==> src/rtl/core/quaternion_to_euler_angles_assert.svh <==
// Assertion macros for the quaternion to Euler angle converter.
// Define ASSERT_OFF to compile all checks out.
`ifndef QUATERNION_TO_EULER_ANGLES_ASSERT_SVH
`define QUATERNION_TO_EULER_ANGLES_ASSERT_SVH
`ifndef ASSERT_OFF
// Same-cycle implication
`define QTE_ASSERT_IMP(label, clk, rst_n, ante, cons) \
  label: assert property (@(posedge clk) disable iff (!rst_n) (ante) |-> (cons)) \
    else $error("qte assertion failed");
// Next-cycle implication
`define QTE_ASSERT_NXT(label, clk, rst_n, ante, cons) \
  label: assert property (@(posedge clk) disable iff (!rst_n) (ante) |=> (cons)) \
    else $error("qte assertion failed");
`else
`define QTE_ASSERT_IMP(label, clk, rst_n, ante, cons)
`define QTE_ASSERT_NXT(label, clk, rst_n, ante, cons)
`endif
`endif

==> src/rtl/core/qte_pkg.sv <==
`timescale 1ns / 1ps
package qte_pkg;

  localparam int CORDIC_STAGES_DEF = 16;
  localparam int ATAN_LEN  = 24;
  localparam int SQ_STAGES = 29;   // root bits of a 2^56 radicand

  localparam int PW   = 34;        // sine of pitch, Q2.28 times two
  localparam int AW   = 33;        // atan2 arguments
  localparam int S_W  = 30;        // clamped sine
  localparam int V_W  = 58;        // square root radicand and root
  localparam int CW   = 37;        // CORDIC x / y
  localparam int ANG_W = 26;       // angle, degrees Q.16

  localparam logic signed [AW-1:0]  HALF_Q28 = AW'(134217728);
  localparam logic signed [PW-1:0]  ONE_Q28  = PW'(268435456);
  localparam logic [V_W-1:0]        ONE_SQ   = V_W'(1) << 56;
  localparam logic signed [ANG_W-1:0] ANG_90 = ANG_W'(5898240);
  localparam logic signed [15:0]    LIM_180 = 16'sd23040;
  localparam logic signed [15:0]    LIM_90  = 16'sd11520;

  typedef struct packed {
    logic signed [CW-1:0]    x;
    logic signed [CW-1:0]    y;
    logic signed [ANG_W-1:0] ang;
    logic                    zero;
  } lane_t;

  typedef struct packed {
    logic signed [AW-1:0]  hy;
    logic signed [AW-1:0]  hx;
    logic signed [AW-1:0]  by;
    logic signed [AW-1:0]  bx;
    logic signed [S_W-1:0] s;
    logic                  lock;
    logic                  sp_pos;
  } side_t;

  // atan(2^-i) in degrees Q.16, rounded
  function automatic logic signed [ANG_W-1:0] atan_deg(input int idx);
    logic signed [ANG_W-1:0] a;
    case (idx)
      0: a = ANG_W'(2949120);
      1: a = ANG_W'(1740967);
      2: a = ANG_W'(919879);
      3: a = ANG_W'(466945);
      4: a = ANG_W'(234379);
      5: a = ANG_W'(117304);
      6: a = ANG_W'(58666);
      7: a = ANG_W'(29335);
      8: a = ANG_W'(14668);
      9: a = ANG_W'(7334);
      10: a = ANG_W'(3667);
      11: a = ANG_W'(1833);
      12: a = ANG_W'(917);
      13: a = ANG_W'(458);
      14: a = ANG_W'(229);
      15: a = ANG_W'(115);
      16: a = ANG_W'(57);
      17: a = ANG_W'(29);
      18: a = ANG_W'(14);
      19: a = ANG_W'(7);
      20: a = ANG_W'(4);
      21: a = ANG_W'(2);
      22: a = ANG_W'(1);
      default: a = '0;
    endcase
    return a;
  endfunction

  // Quadrant fold into the right half plane before the CORDIC stages
  function automatic lane_t prerot(input logic signed [CW-1:0] y,
                                   input logic signed [CW-1:0] x);
    lane_t l;
    l.zero = (x == '0) && (y == '0);
    l.x = x;
    l.y = y;
    l.ang = '0;
    if (x < 0) begin
      if (y >= 0) begin
        l.ang = ANG_90;
        l.x = y;
        l.y = -x;
      end else begin
        l.ang = -ANG_90;
        l.x = -y;
        l.y = x;
      end
    end
    return l;
  endfunction

  // Round Q.16 degrees to Q8.7 and saturate
  function automatic logic signed [15:0] to_q7(input logic signed [ANG_W-1:0] ang,
                                               input logic signed [15:0] lim);
    logic signed [ANG_W-1:0] sum;
    logic signed [ANG_W-10:0] r;
    logic signed [15:0] q;
    sum = ang + ANG_W'(256);
    r = $signed(sum[ANG_W-1:9]);
    if (r > lim) begin
      q = lim;
    end else if (r < -lim) begin
      q = -lim;
    end else begin
      q = 16'(r);
    end
    return q;
  endfunction

endpackage

==> src/rtl/core/qte_sqrt_stage.sv <==
`timescale 1ns / 1ps
// One restoring step of the integer square root
module qte_sqrt_stage #(
  parameter int BIT_EXP = 0
) (
  input  logic                        clk,
  input  logic                        en,
  input  logic [qte_pkg::V_W-1:0]     rem_i,
  input  logic [qte_pkg::V_W-1:0]     root_i,
  output logic [qte_pkg::V_W-1:0]     rem_r,
  output logic [qte_pkg::V_W-1:0]     root_r
);

  localparam logic [qte_pkg::V_W-1:0] BIT = qte_pkg::V_W'(1) << BIT_EXP;

  logic [qte_pkg::V_W-1:0] trial;
  logic [qte_pkg::V_W-1:0] rem_nxt;
  logic [qte_pkg::V_W-1:0] root_nxt;

  // trial subtract
  always_comb begin
    trial = root_i + BIT;
    if (rem_i >= trial) begin
      rem_nxt  = rem_i - trial;
      root_nxt = (root_i >> 1) + BIT;
    end else begin
      rem_nxt  = rem_i;
      root_nxt = root_i >> 1;
    end
  end

  always_ff @(posedge clk) begin
    if (en) begin
      rem_r  <= rem_nxt;
      root_r <= root_nxt;
    end
  end

endmodule

==> config.mk <==
export PLATFORM = sky130hd
export DESIGN_NAME = qte_sqrt_stage
export DESIGN_NICKNAME = d
export VERILOG_FILES = /design/src/rtl/core/quaternion_to_euler_angles_assert.svh /design/src/rtl/core/qte_pkg.sv /design/src/rtl/core/qte_sqrt_stage.sv
export SDC_FILE = /design/constraint.sdc
export NUM_CORES = 1
export LEC_CHECK = 0
export BUFFER_PORTS_ARGS = -buffer_cell sky130_fd_sc_hd__buf_2
export CORE_ASPECT_RATIO = 0.8
export CORE_MARGIN = 2
export CORE_UTILIZATION = 50
export CTS_CLUSTER_DIAMETER = 50
export DETAILED_ROUTE_END_ITERATION = 6
export HOLD_SLACK_MARGIN = 0.15
export PLACE_DENSITY = 0.78
export SYNTH_ARGS = -nofsm -noshare
export SYNTH_HDL_FRONTEND = slang
export SYNTH_SLANG_ARGS = --single-unit
==> constraint.sdc <==
create_clock -name clk -period 5.45 [get_ports clk]
set_input_delay 0.8175 -clock clk [delete_from_list [all_inputs] [get_ports clk]]
set_output_delay 0.8175 -clock clk [all_outputs]
set_load 0.01 [all_outputs]
==> results of run 1 <==
[kinds of logic after synthesis]
family                   count (synthesis)
adder cells (fa/ha/maj)                 61
AND/OR/NAND/NOR                        455
flip-flops                             116
XOR/XNOR                               158
AO/OA/AOI/OAI                          261
multiplexers                             5
buffers and inverters                   84
[power by group]
| group | total (W) | switching, W | internal, W |
|---|---|---|---|
| clock network | 0.00115 | 0.000472 | 0.000677 |
| registers | 0.00114 | 0.0000281 | 0.00111 |
| logic | 0.00108 | 0.000627 | 0.000450 |
| total | 0.00336 | 0.00113 | 0.00224 |
[sequential cells by signal, indices dropped and copies added (netlist names)]
| name | count |
|---|---|
| rem_r | 58 |
| root_r | 58 |
[path summary, 6_finish.rpt]
check,start,endpoint,slack [ns]
worst min-delay path,rem_i[10],rem_r[10],0.69
worst max-delay path,root_i[2],rem_r[25],0.17
[per-layer routing]
layer	track usage (%)	up-vias	share of wire (%)
li1	-	4895	-
met1	50.6	4807	46
met2	49.9	558	41
met3	8.96	61	11
met4	7.81	0	1.6
met5	0	-	0
[metrics by stage]
stage                     area (µm²)  std cells  power (W)  setup slack [ns]  setup TNS (ns)
final                          13200       1764    0.00336             0.171               0
after global routing           13200       1764    0.00350            0.0232               0
after CTS                      13200       1764    0.00334             0.161               0
after detailed placement       12600       1732    0.00220            -0.234           -5.22
after global placement         12600       1732    0.00219            -0.254           -6.08
after floorplan                10100       1140    0.00173             0.159               0
[worst max-delay path, cell delays in order]
cell and delay [ns]:
buf_2 0.10, ha_1 0.16, and3_1 0.17, and3_1 0.23, and2_1 0.28, inv_1 0.14, nor4_4 0.33, and3_1 0.23
nand2_1 0.08, nor2_1 0.22, xnor2_1 0.20, ha_1 0.32, a21o_1 0.18, a311oi_1 0.41, a21oi_2 0.14, o21ai_2 0.19
o221ai_1 0.17, o2111ai_2 0.28, buf_4 0.17, nand2_4 0.10, and4_1 0.21, or3_1 0.33
[cell usage in the layout (no fill, tap or decap), types with 11 or more instances in the layout]
cell type	n
a21o_1	35
a21oi_1	91
and2_1	11
and3_1	30
and4_1	12
buf_2	232
buf_4	151
clkbuf_16	17
edfxtp_1	116
ha_1	60
inv_1	22
nand2_1	120
nand3_1	54
nand4_1	34
nor2_1	104
nor3_1	27
o21a_1	14
o21ai_0	39
xnor2_1	98
xor2_1	59
[final cells by class]
cell class / count / area (µm²)
Inverter: 22 / 82.6
Fill cell: 1692 / 6600
Tap cell: 264 / 330
Clock inverter: 14 / 151
Clock buffer: 18 / 429
Sequential cell: 116 / 3480
Timing Repair Buffer: 390 / 2430
Multi-Input combinational cell: 940 / 6290
[what timing repair did]
action / CTS / global route
hold buffers: 0 / 0
buffers inserted: 0 / 0
endpoints found under the setup margin: 0 / 95
resized for setup: 0 / 8
==> key figures, run 1 <==
Layout
  • Layout cell share with drive strength beyond 1: 30.6%
  • Synth-to-Final Area Change: 30.9%
  • Final core occ: 66.7%
  • Final nets: 1666
  • Ant diodes: 0

Drt
  • Vias per inst: 5.85
  • WL final: 36.3 mm
  • 1st-iter DRT viols: 1447
  • DRT antenna net count: 0
  • DR WL/cell: 20.6 µm
  • Vias: 10300
  • Post-route DRC: 0
  • DR pass1 iterations: 5

Place
  • Placer Congestion: 0.992
  • Hpwl dp: 29.0 mm
  • Buffers on Ports: 233

Logic synthesis
  • Cell taking the most area after synthesis: edfxtp_1
  • Number of synthesized flops with an enable pin: 116
  • Share of the synthesized area in the top cell type: 34.6%
  • Dominant cells by area after synthesis: edfxtp_1 (35%), xnor2_1 (8.5%), ha_1 (7.4%)
  • Post-synth top flop: edfxtp_1
  • Post-Synth Adder-Cell Area: 7.65%
  • Mapped Avg Cell Area: 8.84 µm²
  • Synth Area in Compound Gates: 17.2%
  • Syn Inst Count: 1140
  • Syn Nets: 1319
  • Synth cell count leaders: nand2_1 (121), edfxtp_1 (116), nor2_1 (104)
  • Largest family of logic cells by synthesized area: simple AND/OR/NAND/NOR gates
  • Seq cells post-synth: 116
  • Sequential share of the synthesized area: 34.6%
  • Yosys cell types: 75
  • Most frequent cell after synthesis: nand2_1
  • Synth Area in XOR/XNOR: 13.7%
  • Multiplexer area fraction after synthesis: 0.546%
  • Synth warnings: 0
  • Synthesized area: 0.0101 mm²
  • Simple logic cell fraction of the synthesized area: 22.8%
  • Post-synth ARST share: 0%

Critical path
  • WP data required: 5.64 ns
  • Max FO, Critical Path: 5
  • Crit path DAT: 5.46 ns
  • Worst Setup End Kind: register
  • Startpoint types: input pin
  • Crit Path Category: in -> reg

Clocking
  • Clk root buf: clkbuf_16
  • H-tree depth reported by CTS: 4
  • CTS clk-pin slew, worst paths: 0.07 ns
  • TritonCTS Buffers: 17
  • Deepest clock path buffer count: 2
  • Clk sinks: 116
  • CTS tree: done

STA
  • Achievable Freq: 189 MHz
  • Fin. Hold Viols: 0
  • RSZ-0062 raised after global routing: false
  • Final hold slack: 0.690 ns
  • Setup violators final: 0
  • Fin crit period: 5.28 ns
  • Worst-Margin Slew: 0.989 ns
  • Slew Limit Fails: 0
  • Fin crit share: 96.9%
  • Rel. slew slack: 34.0%

Power
  • Power density over the cells: 255 mW/mm²
  • Leakage: 5.63 nW
  • Worst vdd ir: 0.213 mV

Global route
  • GRT Residual Overflow: 0
  • Largest net degree at the start of global routing: 78
  • Via count of the first global-routing pass: 9621
  • Tot GR Track Use: 34.1%
  • Initial antenna violation count: 0
  • First-pass GRT wire length: 54.8 mm

Floorplanning
  • Die Area: 0.0213 mm²
  • Rows: 46
  • Die height: 131 µm
  • CORE AREA: 0.0198 mm²
  • Top Ports: 234
  • Die width: 163 µm
  • Starting density of the core: 50.9%

Run
  • Max-Cap Viols: 0

Outcome
  • Status: complete, no violations

Worst hold path
  • Hold Path Depth: 3
  • Hold Path Class: in -> reg
No activity file was read; power rests on OpenSTA's default activity.
==> run 2, diff against run 1 <==
--- a/config.mk
+++ b/config.mk
@@ -5,12 +5,12 @@
 export SDC_FILE = /design/constraint.sdc
 export NUM_CORES = 1
 export LEC_CHECK = 0
-export BUFFER_PORTS_ARGS = -buffer_cell sky130_fd_sc_hd__buf_2
 export CORE_ASPECT_RATIO = 0.8
 export CORE_MARGIN = 2
-export CORE_UTILIZATION = 50
+export CORE_UTILIZATION = 59
 export CTS_CLUSTER_DIAMETER = 50
 export DETAILED_ROUTE_END_ITERATION = 6
+export DONT_BUFFER_PORTS = 1
 export HOLD_SLACK_MARGIN = 0.15
 export PLACE_DENSITY = 0.78
 export SYNTH_ARGS = -nofsm -noshare
==> key figures, run 2 (synthesis gave the netlist of run 1 again) <==
Drt
  • DR pass1 iterations: 7 (+2)
  • DRT antenna net count: 0 (unchanged)
  • Post-route DRC: 7 (+7)
  • Vias: 9285 (-10%)
  • 1st-iter DRT viols: 1112 (-23%)
  • DR WL/cell: 23.2 µm (+13%)
  • Vias per inst: 6.61 (+13%)
  • WL final: 32.7 mm (-10%)

STA
  • Fin. Hold Viols: 0 (unchanged)
  • Achievable Freq: 194 MHz (+2.1%)
  • Setup TNS: 0 ns (unchanged)
  • Setup slack after layout: 0.282 ns (+0.111 ns)
  • Final hold slack: 0.505 ns (-0.185 ns)
  • Rel. slew slack: 55.0% (+21 points)
  • Fin crit share: 94.8% (-2.0 points)
  • Slew Limit Fails: 0 (unchanged)
  • Worst-Margin Slew: 0.672 ns (-0.317 ns)
  • RSZ-0062 raised after global routing: false
  • Setup violators final: 0 (unchanged)
  • Fin crit period: 5.17 ns (-0.111 ns)

Worst hold path
  • Hold Path Origin: en
  • Hold Path Class: in -> reg
  • Hold Path Depth: 0 (-3)
  • Worst Hold Endpoint: rem_r[53]

Floorplanning
  • Top Ports: 234 (unchanged)
  • Die height: 121 µm (-7.7%)
  • Die Area: 0.0182 mm² (-15%)
  • CORE AREA: 0.0167 mm² (-16%)
  • Die width: 150 µm (-7.7%)
  • Starting density of the core: 60.5% (+9.6 points)
  • Rows: 42 (-8.7%)

Clocking
  • Post-CTS setup repair buffer count: 0 (unchanged)
  • CTS tree: done
  • H-tree depth reported by CTS: 4 (unchanged)
  • Deepest clock path buffer count: 2 (unchanged)
  • TritonCTS Buffers: 17 (unchanged)
  • Clk sinks: 116 (unchanged)
  • CTS clk-pin slew, worst paths: 0.06 ns (about the same)
  • Clk root buf: clkbuf_16

Critical path
  • Startpoint types: input pin
  • Crit. Startpoint: root_i[4]
  • WP data required: 5.62 ns (-0.02 ns)
  • Crit path DAT: 5.33 ns (-0.13 ns)
  • Worst Setup End Kind: register
  • Crit Path Category: in -> reg
  • Max FO, Critical Path: 11 (+6)

Run
  • Max-Cap Viols: 0 (unchanged)

Layout
  • Layout cell share with drive strength beyond 1: 11.7% (-19 points)
  • Final nets: 1351 (-19%)
  • Regs by FF count: rem_r (58), root_r (58)
  • Synth-to-Final Area Change: 12.2%
  • Ant diodes: 0 (unchanged)
  • Most frequent cells in the layout: nand2_1 (120), edfxtp_1 (116), nor2_1 (104)
  • Most common cell after layout, fill and taps aside: nand2_1

Outcome
  • Status: finished, violations left
  • Failing checks: design-rule violations

Power
  • Power density over the cells: 272 mW/mm² (+6.6%)
  • Final Total Pwr: 0.00307 W (-8.6%)
  • Leakage: 4.29 nW (-24%)
  • Worst vdd ir: 0.221 mV (+3.5%)

Global route
  • GRT Residual Overflow: 0 (unchanged)
  • Largest net degree at the start of global routing: 117 (+50%)
  • First-pass GRT wire length: 49.5 mm (-9.7%)
  • Initial antenna violation count: 0 (unchanged)
  • Via count of the first global-routing pass: 8623 (-10%)
  • Tot GR Track Use: 35.8% (+1.6 points)

Place
  • Place WS: -0.0723 ns (+0.161 ns)
  • Placer Congestion: 0.974 (-1.8%)
  • Buffers on Ports: 0 (-100%)
  • Hpwl dp: 25.5 mm (-12%)
==> run 2: changes by cell type in the layout (fill, tap and decap cells not counted), sizes merged <==
cell / previous run / this run
clkbuf: 18 / 17
buf: 390 / 75
clkinvlp: 2 / 3
==> run 2: power by group <==
group | switching (W) | leakage [nW] | internal, W
Sequential | 0.0000949 | 1.14 | 0.00111
Combinational | 0.000430 | 2.88 | 0.000311
Clock | 0.000449 | 0.276 | 0.000674
Total | 0.000974 | 4.29 | 0.00210
==> run 2: per-layer routing <==
layer  wire length, µm  track usage, %  part of all wire, %
met1             13700            50.7                   42
met2             13800            52.0                   42
met3              4400            12.2                   13
met4               790            9.79                  2.4
met5                 0               0                    0
==> run 2: critical path: stages <==
cell       delay (ns)
and4_1           0.21
and3_1           0.17
nor2b_1          0.23
and3_1           0.22
and3_1           0.35
buf_4            0.21
nand2_1          0.11
nor4_1           0.43
xnor2_1          0.26
ha_1             0.33
and4_1           0.21
and3_1           0.21
and3_1           0.17
a41o_1           0.24
a21oi_1          0.13
o21a_1           0.25
and2_4           0.30
a2111oi_0        0.08
or3_1            0.39
==> run 2: how the worst max path moves through the flow <==
stage | end | depth (start not counted) | slack, ns
final | rem_r[25] | 19 | 0.28
after global routing | rem_r[25] | 19 | 0.01
after CTS | rem_r[25] | 21 | 0.35
after detailed placement | rem_r[25] | 21 | -0.07
after global placement | rem_r[49] | 21 | 0.05
after floorplan | rem_r[50] | 22 | 0.16
==> run 2: layout make-up <==
class	instances	area, µm²
fillers	1285	5350
clock buffers	17	425
multi-input cells	940	6260
inverters	22	82.6
well taps	220	275
repair buffers	75	638
flip-flops and latches	116	3480
clock inverters	15	153
==> run 2: timing repair <==
action	4_1_cts	5_1_grt
endpoints found under the setup margin	0	13
hold buffers	0	0
gates resized for setup	0	2
==> run 2: through the flow <==
stage	instance area, µm²	util, %	instances
2_1_floorplan	10100	-	1140
3_3_place_gp	10700	64.4	1373
5_1_grt	11300	67.9	1405
3_5_place_dp	10700	64.4	1373
4_1_cts	11300	67.9	1405
6_report	11300	67.9	1405
