$ cat src/rtl/core/quaternion_to_euler_angles_assert.svh
// Assertion macros for the quaternion to Euler angle converter.
// Define ASSERT_OFF to compile all checks out.
`ifndef QUATERNION_TO_EULER_ANGLES_ASSERT_SVH
`define QUATERNION_TO_EULER_ANGLES_ASSERT_SVH
`ifndef ASSERT_OFF
// Same-cycle implication
`define QTE_ASSERT_IMP(label, clk, rst_n, ante, cons) \
  label: assert property (@(posedge clk) disable iff (!rst_n) (ante) |-> (cons)) \
    else $error("qte assertion failed");
// Next-cycle implication
`define QTE_ASSERT_NXT(label, clk, rst_n, ante, cons) \
  label: assert property (@(posedge clk) disable iff (!rst_n) (ante) |=> (cons)) \
    else $error("qte assertion failed");
`else
`define QTE_ASSERT_IMP(label, clk, rst_n, ante, cons)
`define QTE_ASSERT_NXT(label, clk, rst_n, ante, cons)
`endif
`endif

$ cat src/rtl/core/qte_pkg.sv
`timescale 1ns / 1ps
package qte_pkg;

  localparam int CORDIC_STAGES_DEF = 16;
  localparam int ATAN_LEN  = 24;
  localparam int SQ_STAGES = 29;   // root bits of a 2^56 radicand

  localparam int PW   = 34;        // sine of pitch, Q2.28 times two
  localparam int AW   = 33;        // atan2 arguments
  localparam int S_W  = 30;        // clamped sine
  localparam int V_W  = 58;        // square root radicand and root
  localparam int CW   = 37;        // CORDIC x / y
  localparam int ANG_W = 26;       // angle, degrees Q.16

  localparam logic signed [AW-1:0]  HALF_Q28 = AW'(134217728);
  localparam logic signed [PW-1:0]  ONE_Q28  = PW'(268435456);
  localparam logic [V_W-1:0]        ONE_SQ   = V_W'(1) << 56;
  localparam logic signed [ANG_W-1:0] ANG_90 = ANG_W'(5898240);
  localparam logic signed [15:0]    LIM_180 = 16'sd23040;
  localparam logic signed [15:0]    LIM_90  = 16'sd11520;

  typedef struct packed {
    logic signed [CW-1:0]    x;
    logic signed [CW-1:0]    y;
    logic signed [ANG_W-1:0] ang;
    logic                    zero;
  } lane_t;

  typedef struct packed {
    logic signed [AW-1:0]  hy;
    logic signed [AW-1:0]  hx;
    logic signed [AW-1:0]  by;
    logic signed [AW-1:0]  bx;
    logic signed [S_W-1:0] s;
    logic                  lock;
    logic                  sp_pos;
  } side_t;

  // atan(2^-i) in degrees Q.16, rounded
  function automatic logic signed [ANG_W-1:0] atan_deg(input int idx);
    logic signed [ANG_W-1:0] a;
    case (idx)
      0: a = ANG_W'(2949120);
      1: a = ANG_W'(1740967);
      2: a = ANG_W'(919879);
      3: a = ANG_W'(466945);
      4: a = ANG_W'(234379);
      5: a = ANG_W'(117304);
      6: a = ANG_W'(58666);
      7: a = ANG_W'(29335);
      8: a = ANG_W'(14668);
      9: a = ANG_W'(7334);
      10: a = ANG_W'(3667);
      11: a = ANG_W'(1833);
      12: a = ANG_W'(917);
      13: a = ANG_W'(458);
      14: a = ANG_W'(229);
      15: a = ANG_W'(115);
      16: a = ANG_W'(57);
      17: a = ANG_W'(29);
      18: a = ANG_W'(14);
      19: a = ANG_W'(7);
      20: a = ANG_W'(4);
      21: a = ANG_W'(2);
      22: a = ANG_W'(1);
      default: a = '0;
    endcase
    return a;
  endfunction

  // Quadrant fold into the right half plane before the CORDIC stages
  function automatic lane_t prerot(input logic signed [CW-1:0] y,
                                   input logic signed [CW-1:0] x);
    lane_t l;
    l.zero = (x == '0) && (y == '0);
    l.x = x;
    l.y = y;
    l.ang = '0;
    if (x < 0) begin
      if (y >= 0) begin
        l.ang = ANG_90;
        l.x = y;
        l.y = -x;
      end else begin
        l.ang = -ANG_90;
        l.x = -y;
        l.y = x;
      end
    end
    return l;
  endfunction

  // Round Q.16 degrees to Q8.7 and saturate
  function automatic logic signed [15:0] to_q7(input logic signed [ANG_W-1:0] ang,
                                               input logic signed [15:0] lim);
    logic signed [ANG_W-1:0] sum;
    logic signed [ANG_W-10:0] r;
    logic signed [15:0] q;
    sum = ang + ANG_W'(256);
    r = $signed(sum[ANG_W-1:9]);
    if (r > lim) begin
      q = lim;
    end else if (r < -lim) begin
      q = -lim;
    end else begin
      q = 16'(r);
    end
    return q;
  endfunction

endpackage

$ cat src/rtl/core/qte_cordic_stage.sv
`timescale 1ns / 1ps
// One vectoring CORDIC micro-rotation, registered
module qte_cordic_stage #(
  parameter int SHIFT = 0
) (
  input  logic             clk,
  input  logic             en,
  input  qte_pkg::lane_t   lane_i,
  output qte_pkg::lane_t   lane_r
);

  localparam logic signed [qte_pkg::ANG_W-1:0] ATAN = qte_pkg::atan_deg(SHIFT);

  qte_pkg::lane_t lane_nxt;

  // rotate toward y = 0
  always_comb begin
    lane_nxt = lane_i;
    if (lane_i.y >= 0) begin
      lane_nxt.x   = lane_i.x + (lane_i.y >>> SHIFT);
      lane_nxt.y   = lane_i.y - (lane_i.x >>> SHIFT);
      lane_nxt.ang = lane_i.ang + ATAN;
    end else begin
      lane_nxt.x   = lane_i.x - (lane_i.y >>> SHIFT);
      lane_nxt.y   = lane_i.y + (lane_i.x >>> SHIFT);
      lane_nxt.ang = lane_i.ang - ATAN;
    end
  end

  always_ff @(posedge clk) begin
    if (en) begin
      lane_r <= lane_nxt;
    end
  end

endmodule

$ cat config.mk
export PLATFORM = sky130hd
export DESIGN_NAME = qte_cordic_stage
export DESIGN_NICKNAME = d
export VERILOG_FILES = /design/src/rtl/core/quaternion_to_euler_angles_assert.svh /design/src/rtl/core/qte_pkg.sv /design/src/rtl/core/qte_cordic_stage.sv
export SDC_FILE = /design/constraint.sdc
export NUM_CORES = 1
export LEC_CHECK = 0
export BUFFER_PORTS_ARGS = -buffer_cell sky130_fd_sc_hd__clkbuf_2
export CAP_MARGIN = 40
export CELL_PAD_IN_SITES_DETAIL_PLACEMENT = 0
export CELL_PAD_IN_SITES_GLOBAL_PLACEMENT = 2
export CORE_MARGIN = 5
export CORE_UTILIZATION = 31
export DETAILED_ROUTE_END_ITERATION = 16
export PLACE_DENSITY = 0.81
export SYNTH_ARGS = -nofsm -noshare
export SYNTH_HDL_FRONTEND = slang
export SYNTH_SLANG_ARGS = --single-unit
export TNS_END_PERCENT = 10
$ cat constraint.sdc
create_clock -name clk -period 2.97 [get_ports clk]
set_input_delay 0.297 -clock clk [delete_from_list [all_inputs] [get_ports clk]]
set_output_delay 0.297 -clock clk [all_outputs]
set_load 0.05 [all_outputs]
==> summary.txt, run 1 <==
Placed design
  – Final HPWL DP: 26.7 mm
  – RePlAce Congestion: 0.896
  – Placement Setup Slack: -0.338 ns
  – Placed Instance Area: 0.0124 sq mm
  – Port-buffer cells: 203

Global route
  – Total track usage: 17.9%
  – Largest net degree at the start of global routing: 59
  – M3 GR Usage: 2.67%
  – First-pass GRT wire length: 51.2 mm
  – Grt peak-use layer: met2
  – Met2 GRT Util: 30.0%
  – Total grt overflow: 0
  – GRT met1 Usage: 24.8%
  – Via count of the first global-routing pass: 9245
  – Antenna violations before repair: 1

Floorplan
  – Row cnt: 64
  – I/O pins: 204
  – Die H: 187 um
  – Core Region: 0.0307 sq mm
  – Die W: 187 um
  – DIE AREA: 0.0348 sq mm
  – Initial Util: 31.6%

Status
  – Outcome: finished clean

Finish
  – Max FFs per register: 100
  – Fin area: 0.0127 sq mm
  – Fill count: 3169
  – Layout cells sized above 1: 30.6%
  – Most flop-heavy register: lane_r
  – Synth-to-layout area growth: 31.0%
  – Multi-input logic area: 0.00603 sq mm
  – Largest regs: lane_r: 100 flops
  – Register area: 0.00300 sq mm
  – # nets final: 1655

Synthesis
  – Yosys warns: 0
  – Most common flop cell mapped by yosys: edfxtp_1
  – Mapped Cells: 1080
  – Sequential fraction of the synthesis area: 31.0%
  – Yosys reg bits: 100
  – Mapped cell area: 0.00968 sq mm
  – Distinct cell type count after synthesis: 92
  – Synthesized net count: 1303
  – Mean Syn Cell Area: 8.96 sq um
  – Asr flop ratio synth: 0%
  – Post-synth EDFFs: 100
  – Synth area leader: edfxtp_1
  – Synth area leaders: edfxtp_1, ha_1, a21oi_1
  – Synth top area share: 31.0%

Timing
  – Max Clk Rate: 0.357 GHz
  – Relative slew margins: 54.2%
  – Sum Neg Setup Slack: 0 ns
  – Worst Hold Margin: 0.110 ns
  – Slew Viols, Final: 0
  – Slew of the pin with the lowest slew margin: 0.687 ns
  – Tcrit/Tclk final: 94.2%
  – Fin. Hold Viols: 0
  – RSZ-0062 raised after global routing: false
  – Final min period: 2.80 ns
  – Final setup margin: 0.171 ns
  – Setup violators final: 0

Worst setup path
  – Slowest-stage cell, CP: ha_1
  – Arr. time, crit path: 2.89 ns
  – Req. time, crit path: 3.06 ns
  – Slowest stage delay, CP: 0.30 ns
  – CP dominant cell by count: buf_4
  – Crit path max-delay family: compound AO/OA/AOI/OAI gates
  – Crit Path Class: input port to flop
  – Critical Path, Cell by Cell: clkbuf_2, inv_1, ha_1, buf_4, nand2b_1, a211o_1, a31oi_1, o41ai_2, buf_4, and4_1, nor3_2, a221o_1, a21oi_1, xnor2_1
  – CP Launch Type: input port
  – Critical path endpoint category: flop
  – Critical path depth: 14
  – CP Max Fanout: 13
  – Worst Path Buf+Inv: 4

Detailed routing
  – 1st-iter DRT viols: 642
  – Final wirelength: 32.5 mm
  – DRT antenna net count: 0
  – Residual DRC: 0
  – Vias per cell: 5.02
  – First drt pass iteration count: 5
  – Via count: 9194
  – Drt wl/cell: 17.7 um

Clock tree
  – CTS hold repair buffers: 0
  – CTS Buffer Depth: 2
  – Clock-pin transition on the worst setup and hold timing paths: 0.07 ns
  – H-tree depth: 3
  – Sink Count: 100
  – CTS Buf Count: 9
  – Clock Tree Root: clkbuf_16
  – CTS tree: yes

Hold path
  – Hold Path Class: input port to flop
  – Worst hold stages: 1

Power and ir drop
  – Max VDD drop: 260 uV
  – Tot Pwr: 6.03 mW
  – PD cells: 475 mW/mm^2
  – Leak pwr: 5.96 nW

Job
  – Max-Cap Viols: 0
## stage by stage
stage / cells / utilization, %
after global routing: 1832 / 41.3
after CTS: 1832 / 41.2
after global placement: 1817 / 40.3
final: 1833 / 41.3
after detailed placement: 1817 / 40.3
after floorplan: 1080 / -
## layout make-up
| type | count | area share [%] |
|---|---|---|
| Tap cell | 396 | 3.91 |
| Timing Repair Buffer | 388 | 19.0 |
| Sequential cell | 100 | 23.7 |
| Clock inverter | 5 | 0.424 |
| Antenna cell | 1 | 0.0197 |
| Clock buffer | 10 | 1.81 |
| Multi-Input combinational cell | 813 | 47.6 |
| Inverter | 120 | 3.55 |
## layout by cell type (no fill, tap or decap), drive strengths merged, types with 5 or more instances in the layout
master | Yosys | final
ha | 116 | 116
nor4 | 8 | 8
a21oi | 131 | 131
o31ai | 8 | 8
nor2b | 14 | 14
a21o | 25 | 25
o21a | 11 | 11
inv | 117 | 117
nor3 | 22 | 22
clkbuf | 20 | 211
clkinv | 3 | 6
nor2 | 80 | 80
o31a | 5 | 5
a211oi | 10 | 10
o21bai | 31 | 31
mux2i | 19 | 19
o21ai | 73 | 73
buf | 27 | 187
nand4 | 12 | 12
a211o | 8 | 8
xor2 | 14 | 14
nand3 | 11 | 11
or3 | 9 | 9
a31oi | 13 | 13
nand2 | 40 | 40
xnor2 | 65 | 65
nand2b | 6 | 6
edfxtp | 100 | 100
o211ai | 8 | 8
## layer usage
layer / vias up / part of all wire, %
met5: - / 0.022
met4: 2 / 0.79
met3: 17 / 5.1
met2: 275 / 47
met1: 4321 / 47
li1: 4579 / -
## Yosys cell counts (3+ instances only)
master	instances
a21oi_1	128
ha_1	116
inv_1	113
edfxtp_1	100
nor2_1	79
xnor2_1	65
o21ai_0	61
nand2_1	40
o21bai_1	31
a21o_1	25
nor3_1	21
clkbuf_1	19
mux2i_1	19
xor2_1	14
buf_2	13
a31oi_1	12
nand4_1	12
nor2b_1	12
o21ai_1	12
nand3_1	11
o21a_1	11
a211oi_1	9
a211o_1	8
buf_1	8
nor4_1	8
o211ai_1	8
or3_1	8
o31ai_1	7
nand2b_1	6
and3_1	4
buf_4	4
fa_1	4
inv_2	4
nor3b_1	4
o31a_1	4
a21oi_2	3
a221o_1	3
and4_1	3
clkinv_1	3
nand3b_1	3
## path summary, 6_finish.rpt
check | start | endpoint | slack [ns]
worst max-delay path | lane_i[39] | lane_r[56] | 0.17
worst min-delay path | lane_i[10] | lane_r[10] | 0.11
## cell families after synthesis
group | after synthesis | synth area share (%)
buf+inv | 167 | 7.00
xor+xnor | 79 | 7.15
flops | 100 | 31.0
simple gates | 229 | 11.9
compound gates | 366 | 25.1
fa+ha+maj | 120 | 15.8
mux | 19 | 1.97
## timing repair
item	in CTS	in global routing
endpoints found under the setup margin	0	4
setup buffers	0	0
resized for setup	0	9
## power by group
group	switching, mW	internal, mW
clock network	0.564	0.647
registers	0.0668	1.85
logic	1.92	0.984
total	2.55	3.48
Note: power is estimated with default switching activity, not from simulation.
==> inputs of run 2 (changes only) <==
--- a/config.mk
+++ b/config.mk
@@ -5,14 +5,15 @@
 export SDC_FILE = /design/constraint.sdc
 export NUM_CORES = 1
 export LEC_CHECK = 0
+export ABC_AREA = 1
 export BUFFER_PORTS_ARGS = -buffer_cell sky130_fd_sc_hd__clkbuf_2
 export CAP_MARGIN = 40
 export CELL_PAD_IN_SITES_DETAIL_PLACEMENT = 0
 export CELL_PAD_IN_SITES_GLOBAL_PLACEMENT = 2
 export CORE_MARGIN = 5
-export CORE_UTILIZATION = 31
+export CORE_UTILIZATION = 28
 export DETAILED_ROUTE_END_ITERATION = 16
-export PLACE_DENSITY = 0.81
+export PLACE_DENSITY = 0.8
 export SYNTH_ARGS = -nofsm -noshare
 export SYNTH_HDL_FRONTEND = slang
 export SYNTH_SLANG_ARGS = --single-unit
==> run 2 against run 1 <==
Compared with the run above: routed wire length rose by 46%; area after synthesis rose by 22%; clock power rose by 14%; final area rose by 8.0%; sequential power fell by 3%; sequential share of layout area fell by 1.8 points; worst setup slack improved by 0.46 ns; synthesized cell count rose by 69%; first-iteration DRC count rose by 55%; final cell count rose by 40%; total power rose by 2.9%; critical endpoint is now lane_r[87].
==> summary.txt, run 2 <==
Detailed routing
  – Residual DRC: 0
  – DRT antenna net count: 0
  – 1st-iter DRT viols: 998
  – Vias per cell: 4.73
  – Via count: 12100
  – M1 WL: 23.0 mm
  – Routed met3 length: 2.34 mm
  – Drt wl/cell: 18.5 um
  – Final wirelength: 47.4 mm
  – Top Layer Used: met4
  – Met2 wire len: 21.1 mm
  – First drt pass iteration count: 5

Finish
  – Synth-to-layout area growth: 16.4%
  – Largest regs: lane_r: 100 flops
  – Finished Core Util: 32.8%
  – # nets final: 2243
  – Commonest non-fill, non-tap cell in the layout: nand2_1
  – Layout cells sized above 1: 15.2%
  – Final non-filler cell total: 2565
  – Max FFs per register: 100
  – Most flop-heavy register: lane_r
  – Most frequent cells in the layout: nand2_1, inv_1, clkbuf_2

Synthesis
  – Synth area leaders: edfxtp_1, nand2_1, ha_1
  – Most frequent cells after synthesis: nand2_1, inv_1, nand3_1
  – Synthesized net count: 2052
  – Mean Syn Cell Area: 6.43 sq um
  – Post-synth EDFFs: 100
  – Yosys reg bits: 100
  – Asr flop ratio synth: 0%
  – Synth top area share: 25.5%
  – Distinct cell type count after synthesis: 39
  – Top-count cell post-synth: nand2_1
  – Yosys warns: 0
  – Most common flop cell mapped by yosys: edfxtp_1
  – Sequential fraction of the synthesis area: 25.5%
  – Mapped Cells: 1829
  – Synth area leader: edfxtp_1
  – Mapped cell area: 0.0118 sq mm

Power and ir drop
  – PD cells: 453 mW/mm^2
  – Leak pwr: 7.25 nW
  – Max VDD drop: 214 uV
  – Tot Pwr: 6.20 mW

Floorplan
  – Die W: 215 um
  – I/O pins: 204
  – Core Region: 0.0418 sq mm
  – DIE AREA: 0.0462 sq mm
  – Die H: 215 um
  – Row cnt: 75
  – Initial Util: 28.2%

Worst setup path
  – Arr. time, crit path: 2.45 ns
  – Slowest stage delay, CP: 0.57 ns
  – Critical Path, Cell by Cell: clkbuf_2, inv_1, ha_1, nand2_1, nor2_2, nand2_1, o21ai_2, nand2_1, nand2_1, nand2_1, nand3_1, nand2_1
  – Critical path endpoint category: flop
  – CP Launch Type: input port
  – CP Capture Point: lane_r[87]
  – Req. time, crit path: 3.08 ns
  – Slowest-stage cell, CP: ha_1
  – Crit path from: lane_i[36]
  – CP dominant cell by count: nand2_1
  – Crit Path Class: input port to flop
  – CP Max Fanout: 9

Status
  – Outcome: finished clean

Timing
  – Sum Neg Setup Slack: 0 ns
  – Slew of the pin with the lowest slew margin: 0.659 ns
  – Tcrit/Tclk final: 78.8%
  – Final min period: 2.34 ns
  – Max Clk Rate: 0.427 GHz
  – RSZ-0062 raised after global routing: false
  – Setup violators final: 0
  – Fin. Hold Viols: 0
  – Worst Hold Margin: 0.0812 ns
  – Relative slew margins: 56.0%
  – Slew Viols, Final: 0

Global route
  – Antenna violations before repair: 1
  – Total track usage: 20.0%
  – Via count of the first global-routing pass: 12000
  – Total grt overflow: 0
  – Largest net degree at the start of global routing: 73
  – First-pass GRT wire length: 70.9 mm

Placed design
  – Final HPWL DP: 40.3 mm
  – Port-buffer cells: 203
  – Placed cells: 2548
  – RePlAce Congestion: 0.946

Clock tree
  – CTS Buf Count: 9
  – Sink Count: 100
  – Resized Gates After CTS: 0
  – CTS Buffer Depth: 2
  – Postcts setup bufs: 0
  – CTS hold repair buffers: 0
  – H-tree depth: 3
  – Clock-pin transition on the worst setup and hold timing paths: 0.08 ns
  – CTS tree: yes
  – Clock Tree Root: clkbuf_16

Hold path
  – Hold Path Class: input port to flop

Job
  – Max-Cap Viols: 0
run 2: cell count changes after synthesis, moves of 13 or more:
cell / delta
a21o_1: -24
buf_4: +20
clkbuf_1: -13
inv_1: +200
mux2i_1: -19
nand2_1: +528
nand2_2: +15
nand3_1: +152
nor2_1: +51
nor2_2: +16
o21ai_0: +20
o21bai_1: -15
xnor2_1: -61
xor2_1: +20
run 2: worst max-delay path, delay by kind of cell:
family,cells,cell delay [ns]
compound gates,1,0.26
fa+ha+maj,1,0.57
buf+inv,2,0.14
simple gates,8,1.18
run 2: power by group:
part / switching, mW / leakage (nW) / internal, mW
Sequential: 0.0607 / 0.977 / 1.80
Combinational: 2.20 / 6.11 / 0.761
Clock: 0.691 / 0.160 / 0.687
Total: 2.95 / 7.25 / 3.25
run 2: kinds of logic (layout without fill, tap and decap cells):
logic type,after synthesis,in the layout,synth area share (%)
AND/OR/NAND/NOR,935,935,33.4
buffers and inverters,373,569,13.2
AO/OA/AOI/OAI,263,263,12.0
adder cells (fa/ha/maj),120,120,13.0
flip-flops,100,100,25.5
XOR/XNOR,38,38,2.83
other,0,1,0
run 2: final cells by class:
cell class,instances,area [sq um]
fillers,4668,28100
diodes,1,2.50
multi-input cells,1356,7210
flip-flops and latches,100,3000
clock inverters,7,108
repair buffers,231,1260
inverters,322,1210
well taps,539,674
clock buffers,9,225
run 2: worst min-delay path by stage:
| stage | from | to | slack (ns) | cells past startpoint |
|---|---|---|---|---|
| floorplan | lane_i[0] | lane_r[0] | 0.40 | 0 |
| global placement | lane_i[1] | lane_r[1] | 0.48 | 1 |
| detailed placement | lane_i[6] | lane_r[6] | 0.48 | 1 |
| CTS | lane_i[5] | lane_r[5] | 0.06 | 1 |
| global route | lane_i[5] | lane_r[5] | 0.06 | 1 |
| finish | lane_i[10] | lane_r[10] | 0.08 | 1 |
run 2: layer usage:
metal,GRT usage (%),vias to the layer above
li1,-,6180
met1,28.3,5587
met2,32.2,321
met3,2.53,39
met4,5.44,0
met5,0,-
run 2: per-stage QoR:
step	setup WS (ns)	cell area [sq um]
final	0.630	13700
after global routing	0.402	13700
after CTS	0.663	13700
after detailed placement	0.237	13400
after global placement	0.169	13300
after floorplan	0.726	11800
==> inputs of run 3 (changes only) <==
--- a/config.mk
+++ b/config.mk
@@ -11,9 +11,9 @@
 export CELL_PAD_IN_SITES_DETAIL_PLACEMENT = 0
 export CELL_PAD_IN_SITES_GLOBAL_PLACEMENT = 2
 export CORE_MARGIN = 5
-export CORE_UTILIZATION = 28
+export CORE_UTILIZATION = 31
 export DETAILED_ROUTE_END_ITERATION = 16
-export PLACE_DENSITY = 0.8
+export PLACE_DENSITY = 0.84
 export SYNTH_ARGS = -nofsm -noshare
 export SYNTH_HDL_FRONTEND = slang
 export SYNTH_SLANG_ARGS = --single-unit
==> constraint.sdc (replaced) <==
create_clock -name clk -period 2.2 [get_ports clk]
set_input_delay 0.22 -clock clk [delete_from_list [all_inputs] [get_ports clk]]
set_output_delay 0.22 -clock clk [all_outputs]
set_load 0.05 [all_outputs]
==> run 3 against run 2 <==
Compared with the run above: sequential share of layout area decreased by 3.2 points; via count up 8.6%; critical path depth increased by 3; routed wire length grew 1.6%; total power increased by 43%; global-route usage up 2.8 points; combinational power rose by 58%; hold slack got worse by 0.060 ns; final cell count up 11%; clock power up 23%; clock-buffer cell count unchanged; critical path type unchanged.
==> summary.txt, run 3 (synthesized netlist as in run 2, its figures left out) <==
Status
  – Outcome: finished clean

Global route
  – Total track usage: 22.8%
  – Largest net degree at the start of global routing: 63
  – Total grt overflow: 0
  – First-pass GRT wire length: 73.2 mm
  – Via count of the first global-routing pass: 13000
  – Antenna violations before repair: 0

Clock tree
  – Postcts setup bufs: 0
  – CTS tree: yes
  – Clock-pin transition on the worst setup and hold timing paths: 0.07 ns
  – CTS Buf Count: 9
  – Sink Count: 100
  – Clock Tree Root: clkbuf_16
  – H-tree depth: 3
  – CTS Buffer Depth: 2

Timing
  – Tcrit/Tclk final: 96.0%
  – RSZ-0062 raised after global routing: false
  – Relative slew margins: 47.1%
  – Final min period: 2.11 ns
  – Max Clk Rate: 0.474 GHz
  – Slew of the pin with the lowest slew margin: 0.794 ns
  – Fin. Hold Viols: 0
  – Setup violators final: 0
  – Slew Viols, Final: 0

Worst setup path
  – CP Launch Type: input port
  – Arr. time, crit path: 2.24 ns
  – CP dominant cell by count: nand2_1
  – Slowest-stage cell, CP: o21ai_0
  – Critical Path, Cell by Cell: clkbuf_2, inv_1, ha_1, buf_4, inv_2, nand2_1, o21ai_0, inv_1, nand2_1, buf_4, inv_1, nand2_1, nand2_1, nand3_1, nand2_1
  – Crit path from: lane_i[49]
  – Slowest stage delay, CP: 0.50 ns
  – Crit Path Class: input port to flop
  – CP Capture Point: lane_r[51]
  – Req. time, crit path: 2.32 ns
  – CP Max Fanout: 6
  – Critical path endpoint category: flop

Finish
  – Layout cells sized above 1: 26.9%
  – Max FFs per register: 100
  – Antenna cells: 0
  – Largest regs: lane_r: 100 flops
  – Synth-to-layout area growth: 36.1%
  – Most frequent cells in the layout: nand2_1, buf_4, inv_1
  – Most flop-heavy register: lane_r
  – Commonest non-fill, non-tap cell in the layout: nand2_1
  – Finished Core Util: 42.6%
  – # nets final: 2561

Detailed routing
  – Via count: 13200
  – Residual DRC: 0
  – Drt wl/cell: 16.8 um
  – 1st-iter DRT viols: 835
  – First drt pass iteration count: 5
  – DRT antenna net count: 0
  – Final wirelength: 48.1 mm
  – Vias per cell: 4.61

Floorplan
  – Core Region: 0.0376 sq mm
  – Row cnt: 71
  – Die H: 205 um
  – DIE AREA: 0.0419 sq mm
  – Initial Util: 31.3%
  – I/O pins: 204
  – Die W: 205 um

Placed design
  – RePlAce Congestion: 0.935
  – Final HPWL DP: 41.6 mm
  – Port-buffer cells: 203

Power and ir drop
  – Leak pwr: 8.75 nW
  – Tot Pwr: 8.88 mW
  – Max VDD drop: 383 uV
  – PD cells: 555 mW/mm^2

Job
  – Max-Cap Viols: 0

Hold path
  – Hold Path Class: input port to flop
## run 3: final cells by class
type / count / area, sq um
Sequential cell: 100 / 3000
Inverter: 322 / 1210
Clock inverter: 7 / 61.3
Clock buffer: 9 / 225
Tap cell: 511 / 639
Timing Repair Buffer: 549 / 3650
Multi-Input combinational cell: 1356 / 7230
Fill cell: 4085 / 21600
## run 3: how the worst min path moves through the flow
| stage | cells after the start | to | slack [ns] | startpoint |
|---|---|---|---|---|
| finish | 1 | lane_r[8] | 0.02 | lane_i[8] |
| global route | 1 | lane_r[8] | 0.0003 | lane_i[8] |
| CTS | 1 | lane_r[16] | 0.00009 | lane_i[16] |
| detailed placement | 1 | lane_r[2] | 0.40 | lane_i[2] |
| global placement | 1 | lane_r[13] | 0.40 | lane_i[13] |
| floorplan | 0 | lane_r[0] | 0.32 | lane_i[0] |
## run 3: critical path, delay by kind of cell
| kind | cells | cell delay [ns] |
|---|---|---|
| buffers and inverters | 7 | 0.64 |
| AND/OR/NAND/NOR | 6 | 0.45 |
| AO/OA/AOI/OAI | 1 | 0.50 |
| adder cells (fa/ha/maj) | 1 | 0.43 |
## run 3: where the power goes
| part | internal (mW) | switching [mW] |
|---|---|---|
| Clock | 0.798 | 0.901 |
| Sequential | 2.43 | 0.0846 |
| Combinational | 1.61 | 3.06 |
| Total | 4.84 | 4.05 |
## run 3: layer usage
metal  up-vias  global-route usage, %  wire length [um]
li1       6795                      -                 -
met4         0                   4.76               740
met2       317                   37.2             21400
met1      6020                   32.9             24000
met5         -                      0                 0
met3        32                   1.99              1880
## run 3: per-stage QoR
step                cells  hold slack, ns  setup WS (ns)  TNS, ns  instance area (sq um)
global route         2854        0.000267        0.00169        0                  16000
detailed placement   2836           0.399         -0.324   -10.17                  15700
CTS                  2852       0.0000935          0.100        0                  16000
finish               2854          0.0209         0.0889        0                  16000
global placement     2836           0.398         -0.335   -10.25                  15700
floorplan            1829           0.319         0.0333        0                  11800
## run 3: timing repair
| item | 4_1_cts | 5_1_grt |
|---|---|---|
| hold buffers | 0 | 2 |
| endpoints found under the hold margin | 0 | 2 |
| setup endpoints to repair | 0 | 21 |
| gates resized for setup | 0 | 10 |
